<file path="config.mk">
export PLATFORM = sky130hd
export DESIGN_NAME = pilk_classify
export DESIGN_NICKNAME = d
export VERILOG_FILES = /design/src/rtl/pilk_pkg.sv /design/src/rtl/pilk_classify.sv
export SDC_FILE = /design/constraint.sdc
export NUM_CORES = 1
export LEC_CHECK = 0
export BUFFER_PORTS_ARGS = -buffer_cell sky130_fd_sc_hd__buf_2
export CAP_MARGIN = 20
export CELL_PAD_IN_SITES_DETAIL_PLACEMENT = 1
export CELL_PAD_IN_SITES_GLOBAL_PLACEMENT = 1
export CORE_MARGIN = 2
export CORE_UTILIZATION = 40
export DETAILED_ROUTE_END_ITERATION = 8
export PLACE_DENSITY_LB_ADDON = 0.08
export SLEW_MARGIN = 40
export SYNTH_ARGS = -nofsm -noshare
export SYNTH_HDL_FRONTEND = slang
export SYNTH_SLANG_ARGS = --single-unit
</file>
<file path="constraint.sdc">
create_clock -name vclk -period 4.6
set_input_delay 0.46 -clock vclk [all_inputs]
set_output_delay 0.46 -clock vclk [all_outputs]
set_load 0.02 [all_outputs]
</file>
<file path="src/rtl/pilk_pkg.sv">
// Package for the pairwise IBD locus likelihood block.
// Field widths, status and register codes, and the classification record.
// No dependencies.
package pilk_pkg;

   localparam int ALLELE_W  = 10;
   localparam int FREQ_W    = 17;
   localparam int OUT_W     = 41;
   localparam int STATUS_W  = 2;
   localparam int CSR_IDX_W = 2;
   localparam int SEL_W     = FREQ_W + 1;
   localparam int VP_W      = 2 * FREQ_W + 1;

   localparam logic [STATUS_W-1:0] STAT_COMPUTED = 2'd0;
   localparam logic [STATUS_W-1:0] STAT_SKIPPED  = 2'd1;
   localparam logic [STATUS_W-1:0] STAT_PARTIAL  = 2'd2;

   localparam logic [CSR_IDX_W-1:0] CSR_SHARE_TWO  = 2'd0;
   localparam logic [CSR_IDX_W-1:0] CSR_SHARE_ONE  = 2'd1;
   localparam logic [CSR_IDX_W-1:0] CSR_SHARE_ZERO = 2'd2;

   localparam logic [FREQ_W-1:0] SHARE_ZERO_RESET = 17'd65536;

   typedef struct packed {
      logic [STATUS_W-1:0] status;
      logic                v_homo;
      logic                r_homo;
      logic                use_k2;
      logic                use_k1;
      logic                k1_dbl;
      logic [SEL_W-1:0]    sel;
   } pilk_class_type;

endpackage

</file>
<file path="src/rtl/pilk_classify.sv">
// Allele pair ordering and allele-sharing classification for one locus.
// Depends on pilk_pkg.
module pilk_classify (
   input  logic [pilk_pkg::ALLELE_W-1:0] victim_allele_first,
   input  logic [pilk_pkg::ALLELE_W-1:0] victim_allele_second,
   input  logic [pilk_pkg::ALLELE_W-1:0] ref_allele_first,
   input  logic [pilk_pkg::ALLELE_W-1:0] ref_allele_second,
   input  logic [pilk_pkg::FREQ_W-1:0]   ref_freq_first,
   input  logic [pilk_pkg::FREQ_W-1:0]   ref_freq_second,
   output pilk_pkg::pilk_class_type      cls
);
   import pilk_pkg::*;

   logic [ALLELE_W-1:0] v0, v1, r0, r1;
   logic [FREQ_W-1:0]   fc, fd;
   logic                absent, partial, pr1, pr2, equal;

   always_comb begin
      absent  = ((victim_allele_first == '0) && (victim_allele_second == '0)) ||
                ((ref_allele_first == '0) && (ref_allele_second == '0));
      partial = (victim_allele_first == '0) || (victim_allele_second == '0) ||
                (ref_allele_first == '0) || (ref_allele_second == '0);
      if (victim_allele_first > victim_allele_second) begin
         v0 = victim_allele_second;
         v1 = victim_allele_first;
      end else begin
         v0 = victim_allele_first;
         v1 = victim_allele_second;
      end
      if (ref_allele_first > ref_allele_second) begin
         r0 = ref_allele_second;
         r1 = ref_allele_first;
         fc = ref_freq_second;
         fd = ref_freq_first;
      end else begin
         r0 = ref_allele_first;
         r1 = ref_allele_second;
         fc = ref_freq_first;
         fd = ref_freq_second;
      end
      cls.v_homo = (v0 == v1);
      cls.r_homo = (r0 == r1);
      pr1   = (r0 == v0) || (r0 == v1);
      pr2   = (r1 == v0) || (r1 == v1);
      equal = (cls.v_homo == cls.r_homo) && (v0 == r0) && (v1 == r1);

      if (absent) begin
         cls.status = STAT_SKIPPED;
      end else if (partial) begin
         cls.status = STAT_PARTIAL;
      end else begin
         cls.status = STAT_COMPUTED;
      end

      cls.use_k2 = 1'b0;
      cls.use_k1 = 1'b0;
      cls.k1_dbl = 1'b0;
      cls.sel    = '0;
      if (!pr1 && !pr2) begin
         cls.use_k1 = 1'b0;
      end else if (equal) begin
         cls.use_k2 = 1'b1;
         cls.use_k1 = 1'b1;
         cls.sel    = SEL_W'(fc) + SEL_W'(fd);
      end else if (!cls.v_homo && !cls.r_homo) begin
         cls.use_k1 = 1'b1;
         cls.sel    = SEL_W'(pr1 ? fd : fc);
      end else if (cls.r_homo) begin
         cls.use_k1 = 1'b1;
         cls.sel    = SEL_W'(fc);
      end else begin
         cls.use_k1 = 1'b1;
         cls.k1_dbl = 1'b1;
         cls.sel    = SEL_W'(pr1 ? fd : fc);
      end
   end

endmodule

</file>
==> results.yml <==
synthesis:
  netlist_area_sq_um: 3660
  synth_common_cells: "nand2_1, xnor2_1, ha_1, inv_1, nor4_1"
  seq_area_frac_synth_pct: 0
  synth_top_area_cell: "ha_1"
  avgSynthCellArea_sq_um: 7.07
  synth_nets: 631
  synthTopCellsByArea: "ha_1, xnor2_1, nand2_1"
  synth_most_common_cell: "nand2_1"
  ys_warn_count: 0
  synth.distinct_cells: 52
  synth_cells: 517
  synth.top_cell.area_share_pct: 13.3
drt:
  avgRoutedWirePerCell_um: 23.3
  wl_met1_um: 7410
  first_pass_iters: 5
  wl_met3_um: 1110
  dr.max_layer_used: "met4"
  routed_wl_um: 17900
  antenna_left: 0
  dr.first_iter.drc_count: 365
  vias_per_cell: 6.61
  met2_length_um: 8730
  drc: 0
  vias: 5080
timing:
  period_minus_slack_ns: 4.73
  worst_slack_ns: -0.132
  finalSetupTns_ns: -1.41
  hold_violations: 0
  worst_pin_slew_ns: 0.603
  relSlewSlack_pct: 58.7
  max_freq_ghz: 0.211
  finalSetupViolCount: 17
  finalMaxSlewViolations: 0
  finalCritPeriodShare_pct: 103
die:
  num_rows: 34
  die_y_um: 99.6
  die_x_um: 99.6
  ioPinCount: 99
  dieArea_sq_um: 9920
  coreArea_sq_um: 8810
  initial_utilization_pct: 41.5
finish:
  finalInstanceArea_sq_um: 5360
  nClkBuffers: 0
  syn_to_final_growth_pct: 46.5
  drive_gt1_share_pct: 40.8
  n_antenna_cell: 0
  seqCellArea_sq_um: 0
  seq_cells: 0
  fill_cells: 1094
  final_nets: 776
  postLayoutCoreUtil_pct: 60.9
setup_path:
  critPathSlowestCell: "a311oi_4"
  setup.worst_path.class: "in -> out"
  cp.required_ns: 4.14
  critPathLaunch: "ref_allele_second[1]"
  start_kind: "input port"
  cp_slowest_stage_delay_ns: 0.46
  arrival_ns: 4.27
  crit_path_end: "cls[2]"
  crit_chain: "buf_2, inv_1, ha_1, nand2b_1, a211oi_2, buf_6, a2111oi_2, a311oi_4, xnor2_2, nor4_2, nand4_1, buf_4, a22oi_2, a31oi_4, buf_4, buf_12, o221ai_1, buf_2"
  path_max_fanout: 21
  end_kind: "primary output"
place:
  portBuffers: 99
  gp_congestion: 0.968
  post-place-ws_ns: -0.207
  post-dp-hpwl_um: 10700
  placed_cell_area_sq_um: 4380
power_and_ir_drop:
  peakVddDrop_mv: 0.0950
  power.leakage_uw: 0.00225
  pwr_density_cell_nw_per_um2: 137
  finalPower_uw: 734
outcome:
  status: "finished, violations left"
  violations: "setup timing"
global_route:
  grt_pass1_vias: 4611
  grt_pass1_wl_um: 22400
  track_usage_pct: 26.7
  grt_start_max_net_pins: 30
  grt_overflow: 0
  grt_antenna_before_repair: 0
clock_tree:
  postCtsHoldBufs: 0
min_path:
  holdCritPathClass: "in -> out"
run:
  drv_cap: 0
## power by group
group | leakage (uW) | switching (uW) | internal, uW
sequential | 0 | 0 | 0
combinational | 0.00225 | 411 | 323
clock | 0 | 0 | 0
total | 0.00225 | 411 | 323
## through the flow
stage,hold slack (ns),cells
after floorplan,1.08,517
after global placement,1.28,715
after global routing,1.30,768
after detailed placement,1.29,715
final,1.27,768
after CTS,1.29,715
## how the worst min path moves through the flow
stage                            start       to  slack [ns]  depth (start not counted)
finish              ref_freq_first[14]  cls[14]        1.27                          4
global route        ref_freq_first[14]  cls[14]        1.30                          4
CTS                 ref_freq_first[12]  cls[12]        1.29                          4
detailed placement  ref_freq_first[12]  cls[12]        1.29                          4
global placement    ref_freq_first[14]  cls[14]        1.28                          4
floorplan           ref_freq_first[10]  cls[10]        1.08                          2
## area by class of cell
cell class / instances / area [sq um] / share of cell area (%)
multi-input cells: 447 / 3820 / 71.2
repair buffers: 179 / 1270 / 23.7
inverters: 34 / 135 / 2.52
well taps: 108 / 135 / 2.52
## cell families (layout without fill, tap and decap cells)
| logic type | count (synthesis) | count (layout) | share of synthesized area, % |
|---|---|---|---|
| xor gates and xnor gates | 53 | 53 | 12.7 |
| and+or+nand+nor | 202 | 206 | 29.5 |
| adders and majority gates | 40 | 40 | 13.9 |
| muxes | 4 | 4 | 1.09 |
| AOI/OAI and AO/OA | 142 | 144 | 33.7 |
| buffers and inverters | 76 | 213 | 9.13 |
## cells in the final DEF (no fill, tap or decap), types with 6 or more instances in the layout
master and count:
buf_6 12, a2111oi_2 8, nand2_1 65, a311oi_4 9
nor2b_1 11, ha_4 10, o211ai_1 22, and2_4 6
buf_12 6, o2111ai_1 21, nand3_2 10, o21ai_0 6
buf_2 91, nand4_1 11, buf_4 68, a2111oi_0 8
inv_1 24, nor4_1 22, nand3_1 14, nor2_1 20
a21oi_1 13, ha_1 29, inv_2 8, o221ai_2 10
and2_1 9, nand2b_1 20, xnor2_1 39, xor2_1 10
## layer usage
metal  vias up  track usage (%)
li1       2284                -
met1      2435             35.6
met2       277             47.9
met3        84            0.914
met4         0             5.27
met5         -                0
## critical path: cells and delay by family
kind | cells | cell delay (ns)
AO/OA/AOI/OAI | 6 | 1.40
buffers and inverters | 7 | 1.22
AND/OR/NAND/NOR | 3 | 0.67
adder cells (fa/ha/maj) | 1 | 0.34
XOR/XNOR | 1 | 0.16
## timing repair
action / 4_1_cts / 5_1_grt
gates resized for setup: 3 / 111
setup buffers: 0 / 44
endpoints found under the hold margin: 0 / 0
gates cloned: 0 / 9
setup endpoints to repair: 17 / 17
pin swaps: 0 / 49
No activity file was read; power rests on OpenSTA's default activity.
