File: src/rtl/pilk_pkg.sv
// Package for the pairwise IBD locus likelihood block.
// Field widths, status and register codes, and the classification record.
// No dependencies.
package pilk_pkg;

   localparam int ALLELE_W  = 10;
   localparam int FREQ_W    = 17;
   localparam int OUT_W     = 41;
   localparam int STATUS_W  = 2;
   localparam int CSR_IDX_W = 2;
   localparam int SEL_W     = FREQ_W + 1;
   localparam int VP_W      = 2 * FREQ_W + 1;

   localparam logic [STATUS_W-1:0] STAT_COMPUTED = 2'd0;
   localparam logic [STATUS_W-1:0] STAT_SKIPPED  = 2'd1;
   localparam logic [STATUS_W-1:0] STAT_PARTIAL  = 2'd2;

   localparam logic [CSR_IDX_W-1:0] CSR_SHARE_TWO  = 2'd0;
   localparam logic [CSR_IDX_W-1:0] CSR_SHARE_ONE  = 2'd1;
   localparam logic [CSR_IDX_W-1:0] CSR_SHARE_ZERO = 2'd2;

   localparam logic [FREQ_W-1:0] SHARE_ZERO_RESET = 17'd65536;

   typedef struct packed {
      logic [STATUS_W-1:0] status;
      logic                v_homo;
      logic                r_homo;
      logic                use_k2;
      logic                use_k1;
      logic                k1_dbl;
      logic [SEL_W-1:0]    sel;
   } pilk_class_type;

endpackage

File: src/rtl/pilk_scale.sv
// Fixed-point rescale to the output format: truncate, then saturate at 1.0.
// Depends on pilk_pkg.
module pilk_scale #(
   parameter int IN_W     = 70,
   parameter int IN_FRAC  = 64,
   parameter int OUT_FRAC = 40
) (
   input  logic [IN_W-1:0]            din,
   output logic [pilk_pkg::OUT_W-1:0] dout
);
   import pilk_pkg::*;

   localparam int LSH = (OUT_FRAC > IN_FRAC) ? (OUT_FRAC - IN_FRAC) : 0;
   localparam int RSH = (IN_FRAC > OUT_FRAC) ? (IN_FRAC - OUT_FRAC) : 0;
   localparam int SW  = IN_W + LSH;
   localparam logic [OUT_W-1:0] LIM =
      (OUT_FRAC < OUT_W) ? (OUT_W'(1) << OUT_FRAC) : {OUT_W{1'b1}};

   logic [SW-1:0] shifted;

   always_comb begin
      shifted = (SW'(din) << LSH) >> RSH;
      if (shifted > SW'(LIM)) begin
         dout = LIM;
      end else begin
         dout = shifted[OUT_W-1:0];
      end
   end

endmodule

File: config.mk
export PLATFORM = sky130hd
export DESIGN_NAME = pilk_scale
export DESIGN_NICKNAME = d
export VERILOG_FILES = /design/src/rtl/pilk_pkg.sv /design/src/rtl/pilk_scale.sv
export SDC_FILE = /design/constraint.sdc
export NUM_CORES = 1
export LEC_CHECK = 0
export ABC_AREA = 1
export BUFFER_PORTS_ARGS = -buffer_cell sky130_fd_sc_hd__clkbuf_2
export CAP_MARGIN = 15
export CORE_UTILIZATION = 29
export DETAILED_ROUTE_END_ITERATION = 6
export PLACE_DENSITY = 0.82
export REMOVE_ABC_BUFFERS = 1
export SLEW_MARGIN = 5
export SYNTH_ARGS = -nofsm -noshare
export SYNTH_HDL_FRONTEND = slang
export SYNTH_SLANG_ARGS = --single-unit
export TNS_END_PERCENT = 1
File: constraint.sdc
create_clock -name vclk -period 0.9
set_input_delay 0.09 -clock vclk [all_inputs]
set_output_delay 0.09 -clock vclk [all_outputs]
set_load 0.01 [all_outputs]
==> results.yml, run 1 <==
floorplan:
  row_count: 18
  dieArea_sq_mm: 0.00285
  core-area_sq_mm: 0.00248
  start_util_pct: 30.9
  die_w_um: 53.3
  ios: 111
  chipHeight_um: 53.3
power:
  p_per_area_mw_per_mm2: 203
  p_sw_share_pct: 49.9
  ir_worst_vdd_v: 0.000116
  clkPwrFrac_pct: 0
  sequentialPowerShare_pct: 0
  p_comb_share_pct: 100.0
  internal-power_mw: 0.136
  power_switching_mw: 0.136
  power_mw: 0.271
  p_leak_nw: 0.827
outcome:
  status: "complete, but fails checks"
  violations: "setup timing"
yosys:
  ys_top_cells_by_area: "a21oi_2 42%, inv_1 20%, nor2_1 14%"
  seq_area_frac_synth_pct: 0
  synthesis.area_sq_um: 764
  yosys_warnings: 0
  synth_top_area_cell: "a21oi_2"
  syn_area_per_cell_sq_um: 5.79
  synth_cell_types: 11
  syn-instance-count: 132
  synth.top_cell.area_share_pct: 42.4
routing:
  via_per_inst: 4.17
  ant_nets: 0
  drt_iter0_drc: 5
  first_pass_iters: 2
  detail_route.wirelength_um: 2270
  drc: 0
  wl_per_cell_um: 8.95
  num_vias: 1059
hold_path:
  hold_class: "in2out"
clock_network:
  cts_hold_buf: 0
worst_setup_path:
  crit_type: "in2out"
  crit_path_cell_trace: "clkbuf_2 -> nor2_1 -> nand2_1 -> nor2_2 -> nand2_1 -> nor2_2 -> nand2_2 -> buf_12 -> a21oi_2 -> buf_2"
  crit_path_end_kind: "primary output"
  worstSetupStartpointType: "input pin"
  critPathBufInv: 3
  arrival_ns: 1.20
  crit_slowest_cell: "buf_12"
  worst-path-max-fanout: 16
  slowest_delay_ns: 0.18
  critical_path_required_ns: 0.81
  crit_family: "simple AND/OR/NAND/NOR gates"
placed_design:
  port_buffers: 87
  dpl.hpwl_um: 1950
  place_inst: 254
  gp_congestion: 0.653
layout:
  stdcell_count: 254
  design.seq.count: 0
  diodes: 0
  clock_buffer_count: 0
  ff_latch_area_sq_um: 0
  nets: 296
  drive_gt1_share_pct: 64.7
  syn_to_final_growth_pct: 74.8
global_route:
  overflow: 0
  grt_pass1_wl_um: 3120
  grtUsageTotal_pct: 14.0
  grt_max_degree: 20
  grt_pass1_vias: 832
  antenna_found_initial: 0
timing:
  post-route-period-util_pct: 143
  fin_setup_tns_ns: -14.41
  maxSlewHeadroom_pct: 81.6
  period_needed_ns: 1.29
  rsz0062_at_grt: "true"
  setup_viol: 41
  fin_ws_ns: -0.386
  worst_pin_slew_ns: 0.276
  max_clock_freq_mhz: 778
  hold_violations: 0
  drv_slew: 0
run:
  cap_violations: 0
==> worst paths after layout <==
| kind | from | to | slack (ns) | cells after the start |
|---|---|---|---|---|
| max | din[41] | dout[16] | -0.39 | 10 |
| min | din[59] | dout[35] | 0.47 | 4 |
==> final cells by class <==
cell class | instances | area, sq um
well taps | 30 | 37.5
multi-input cells | 83 | 556
repair buffers | 100 | 589
inverters | 41 | 154
fillers | 250 | 1140
==> cell families (layout without fill, tap and decap cells) <==
family                 after synthesis  in the layout  share of synthesized area, %
buffers and inverters               49            141                          28.6
AOI/OAI and AO/OA                   40             40                          48.8
and+or+nand+nor                     43             43                          22.6
==> placed cells by master (no fill, tap or decap), drive strengths merged <==
master | Yosys | layout
clkbuf | 0 | 54
buf | 8 | 46
inv | 41 | 41
a21oi | 40 | 40
nor2 | 29 | 29
nand2 | 11 | 11
nand4 | 2 | 2
nand3 | 1 | 1
==> power groups by stage <==
stage               sequential (mW)  combinational (mW)  clock [mW]
finish                            0               0.271           0
global route                      0               0.309           0
CTS                               0               0.273           0
detailed placement                0               0.270           0
global placement                  0               0.266           0
floorplan                         0               0.106           0
==> through the flow <==
step	setup WS, ns	cell area, sq um	util, %	hold slack (ns)
6_report	-0.386	1340	53.9	0.467
3_3_place_gp	-0.378	1310	53.0	0.464
5_1_grt	-0.502	1340	53.9	0.484
4_1_cts	-0.408	1320	53.1	0.466
3_5_place_dp	-0.405	1310	53.0	0.465
2_1_floorplan	-1.58	699	-	0.265
==> synth_stat cells <==
cell and number:
inv_1 41, buf_6 4, nor2_1 28, nor2_2 1, a21oi_4 3, nand2_2 1, nand4_1 2, nand3_1 1
nand2_1 10, buf_2 4, a21oi_2 37
==> metal layers <==
metal  global-route usage, %  up-vias  share of wire, %
met5                       0        -                 0
met4                       0        0                 0
met3                   0.862        0               9.1
met2                    30.8       45                52
met1                    14.5      432                39
li1                        -      582                 -
==> timing repair <==
item                                   CTS  global route
setup endpoints to repair               41            41
buffers inserted                         0             0
endpoints found under the hold margin    0             0
pin swaps                                1             1
gates resized for setup                  1            37
No activity file was read; power rests on OpenSTA's default activity.
==> run 2: changes to the inputs <==
- ABC_AREA: 1 -> 0
- ABC_CLOCK_PERIOD_IN_PS: default -> 900
- CORE_UTILIZATION: 29 -> 19
- PLACE_DENSITY: 0.82 -> 0.79
==> results.yml, run 2 <==
yosys:
  ys_top_cells_by_count: "38 x and2_1, 6 x nor4_1, 4 x clkbuf_2, 3 x nor4_2"
  yosys_warnings: 0
  synthAdderAreaFrac_pct: 0
  syn-instance-count: 64
  synth.top_cell.area_share_pct: 57.8
  synthSimpleGateAreaFrac_pct: 92.4
  synth-compound-area-share_pct: 1.82
  synthesis.area_sq_um: 412
  yosysMostFrequentCell: "and2_1"
  seq_area_frac_synth_pct: 0
  synth_top_area_cell: "and2_1"
  ys_top_cells_by_area: "and2_1 58%, nor4_1 9.1%, nor4_2 9.1%"
  synth_cell_types: 14
  synth-xor-area-share_pct: 0
  yosys-mux-area-fraction_pct: 0
  synth_top_family_by_area: "simple AND/OR/NAND/NOR gates"
  syn_area_per_cell_sq_um: 6.43
layout:
  syn_to_final_growth_pct: 140
  layout.cells.most_common: "clkbuf_2"
  diodes: 0
  stdcell_count: 178
  nets: 223
  multiInputGateArea_sq_um: 454
  drive_gt1_share_pct: 67.5
  design.seq.count: 0
  final_core_util_pct: 49.4
  fill_cells: 217
  ff_latch_area_sq_um: 0
  clock_buffer_count: 0
  final_cell_mix: "82 x clkbuf_2, 38 x and2_1, 6 x buf_6, 4 x nor4_4, 3 x nor4_1"
floorplan:
  die_w_um: 48.5
  core-area_sq_mm: 0.00200
  start_util_pct: 20.6
  ios: 111
  chipHeight_um: 48.5
  dieArea_sq_mm: 0.00236
  row_count: 16
global_route:
  grt_pass1_vias: 710
  antenna_found_initial: 0
  grt_max_degree: 22
  grtUsageTotal_pct: 13.8
  grt_pass1_wl_um: 2750
  overflow: 0
placed_design:
  preCtsSetupSlack_ns: -0.382
  dpl.hpwl_um: 1430
  port_buffers: 87
  place_inst: 178
  gp_congestion: 0.680
power:
  p_leak_nw: 0.556
  ir_worst_vdd_v: 0.000119
  p_per_area_mw_per_mm2: 215
  power_mw: 0.213
routing:
  first_pass_iters: 1
  drt_iter0_drc: 0
  num_vias: 781
  ant_nets: 0
  drc: 0
  via_per_inst: 4.39
  wl_per_cell_um: 9.92
  detail_route.wirelength_um: 1770
outcome:
  status: "complete, but fails checks"
  violations: "setup timing"
timing:
  hold_slack_ns: 0.489
  rsz0062_at_grt: "true"
  hold_violations: 0
  drv_slew: 0
  setup_viol: 41
  fin_ws_ns: -0.313
  post-route-period-util_pct: 135
  maxSlewHeadroom_pct: 84.7
  max_clock_freq_mhz: 824
  period_needed_ns: 1.21
  worst_pin_slew_ns: 0.228
worst_setup_path:
  worstSetupStartpointType: "input pin"
  critical_path_required_ns: 0.81
  arrival_ns: 1.12
  worst-path-max-fanout: 2
  crit_path_end_kind: "primary output"
  crit_type: "in2out"
clock_network:
  cts_hold_buf: 0
  cts_setup_buffers: 0
run:
  cap_violations: 0
hold_path:
  whs_path_depth: 3
  hold_class: "in2out"
==> run 2: cell families (layout without fill, tap and decap cells) <==
family	Yosys count	count (layout)
simple gates	58	58
buf+inv	5	92
compound gates	1	1
==> run 2: worst max-delay path: stages <==
cell and delay [ns]:
buf_6 0.10, nor4_4 0.25, nand4_1 0.16, nor4_2 0.26
o21a_1 0.15, buf_2 0.12
==> run 2: cell type report <==
cell class,count,share of cell area [%]
inverter,1,0.379
multi-input combinational,59,45.9
tap,27,3.41
timing repair buffer,91,50.3
==> run 2: through the flow <==
step	TNS, ns	area [sq um]
after floorplan	-14.54	392
after global placement	-8.93	891
after detailed placement	-9.57	891
after CTS	-8.82	912
after global routing	-12.60	990
final	-9.06	990
==> run 2: layer usage <==
layer / up-vias / part of all wire (%) / GRT usage (%)
li1: 395 / - / -
met1: 331 / 33 / 13.7
met2: 55 / 55 / 30.3
met3: 0 / 12 / 2.52
met4: 0 / 0 / 0
met5: - / 0 / 0
==> run 2: report_power, final <==
part	switching, mW	leakage [nW]	total (mW)	internal, mW
combinational	0.0942	0.556	0.213	0.118
clock	0	0	0	0
sequential	0	0	0	0
total	0.0942	0.556	0.213	0.118
==> run 2: repair_timing <==
| action | in CTS | in global routing |
|---|---|---|
| endpoints found under the setup margin | 41 | 41 |
| resized for setup | 4 | 15 |
| pin swaps | 8 | 7 |
==> run 2: worst paths after layout <==
kind / from / endpoint / slack, ns
setup / recovery: din[40] / dout[36] / -0.31
hold / removal: din[40] / dout[16] / 0.49
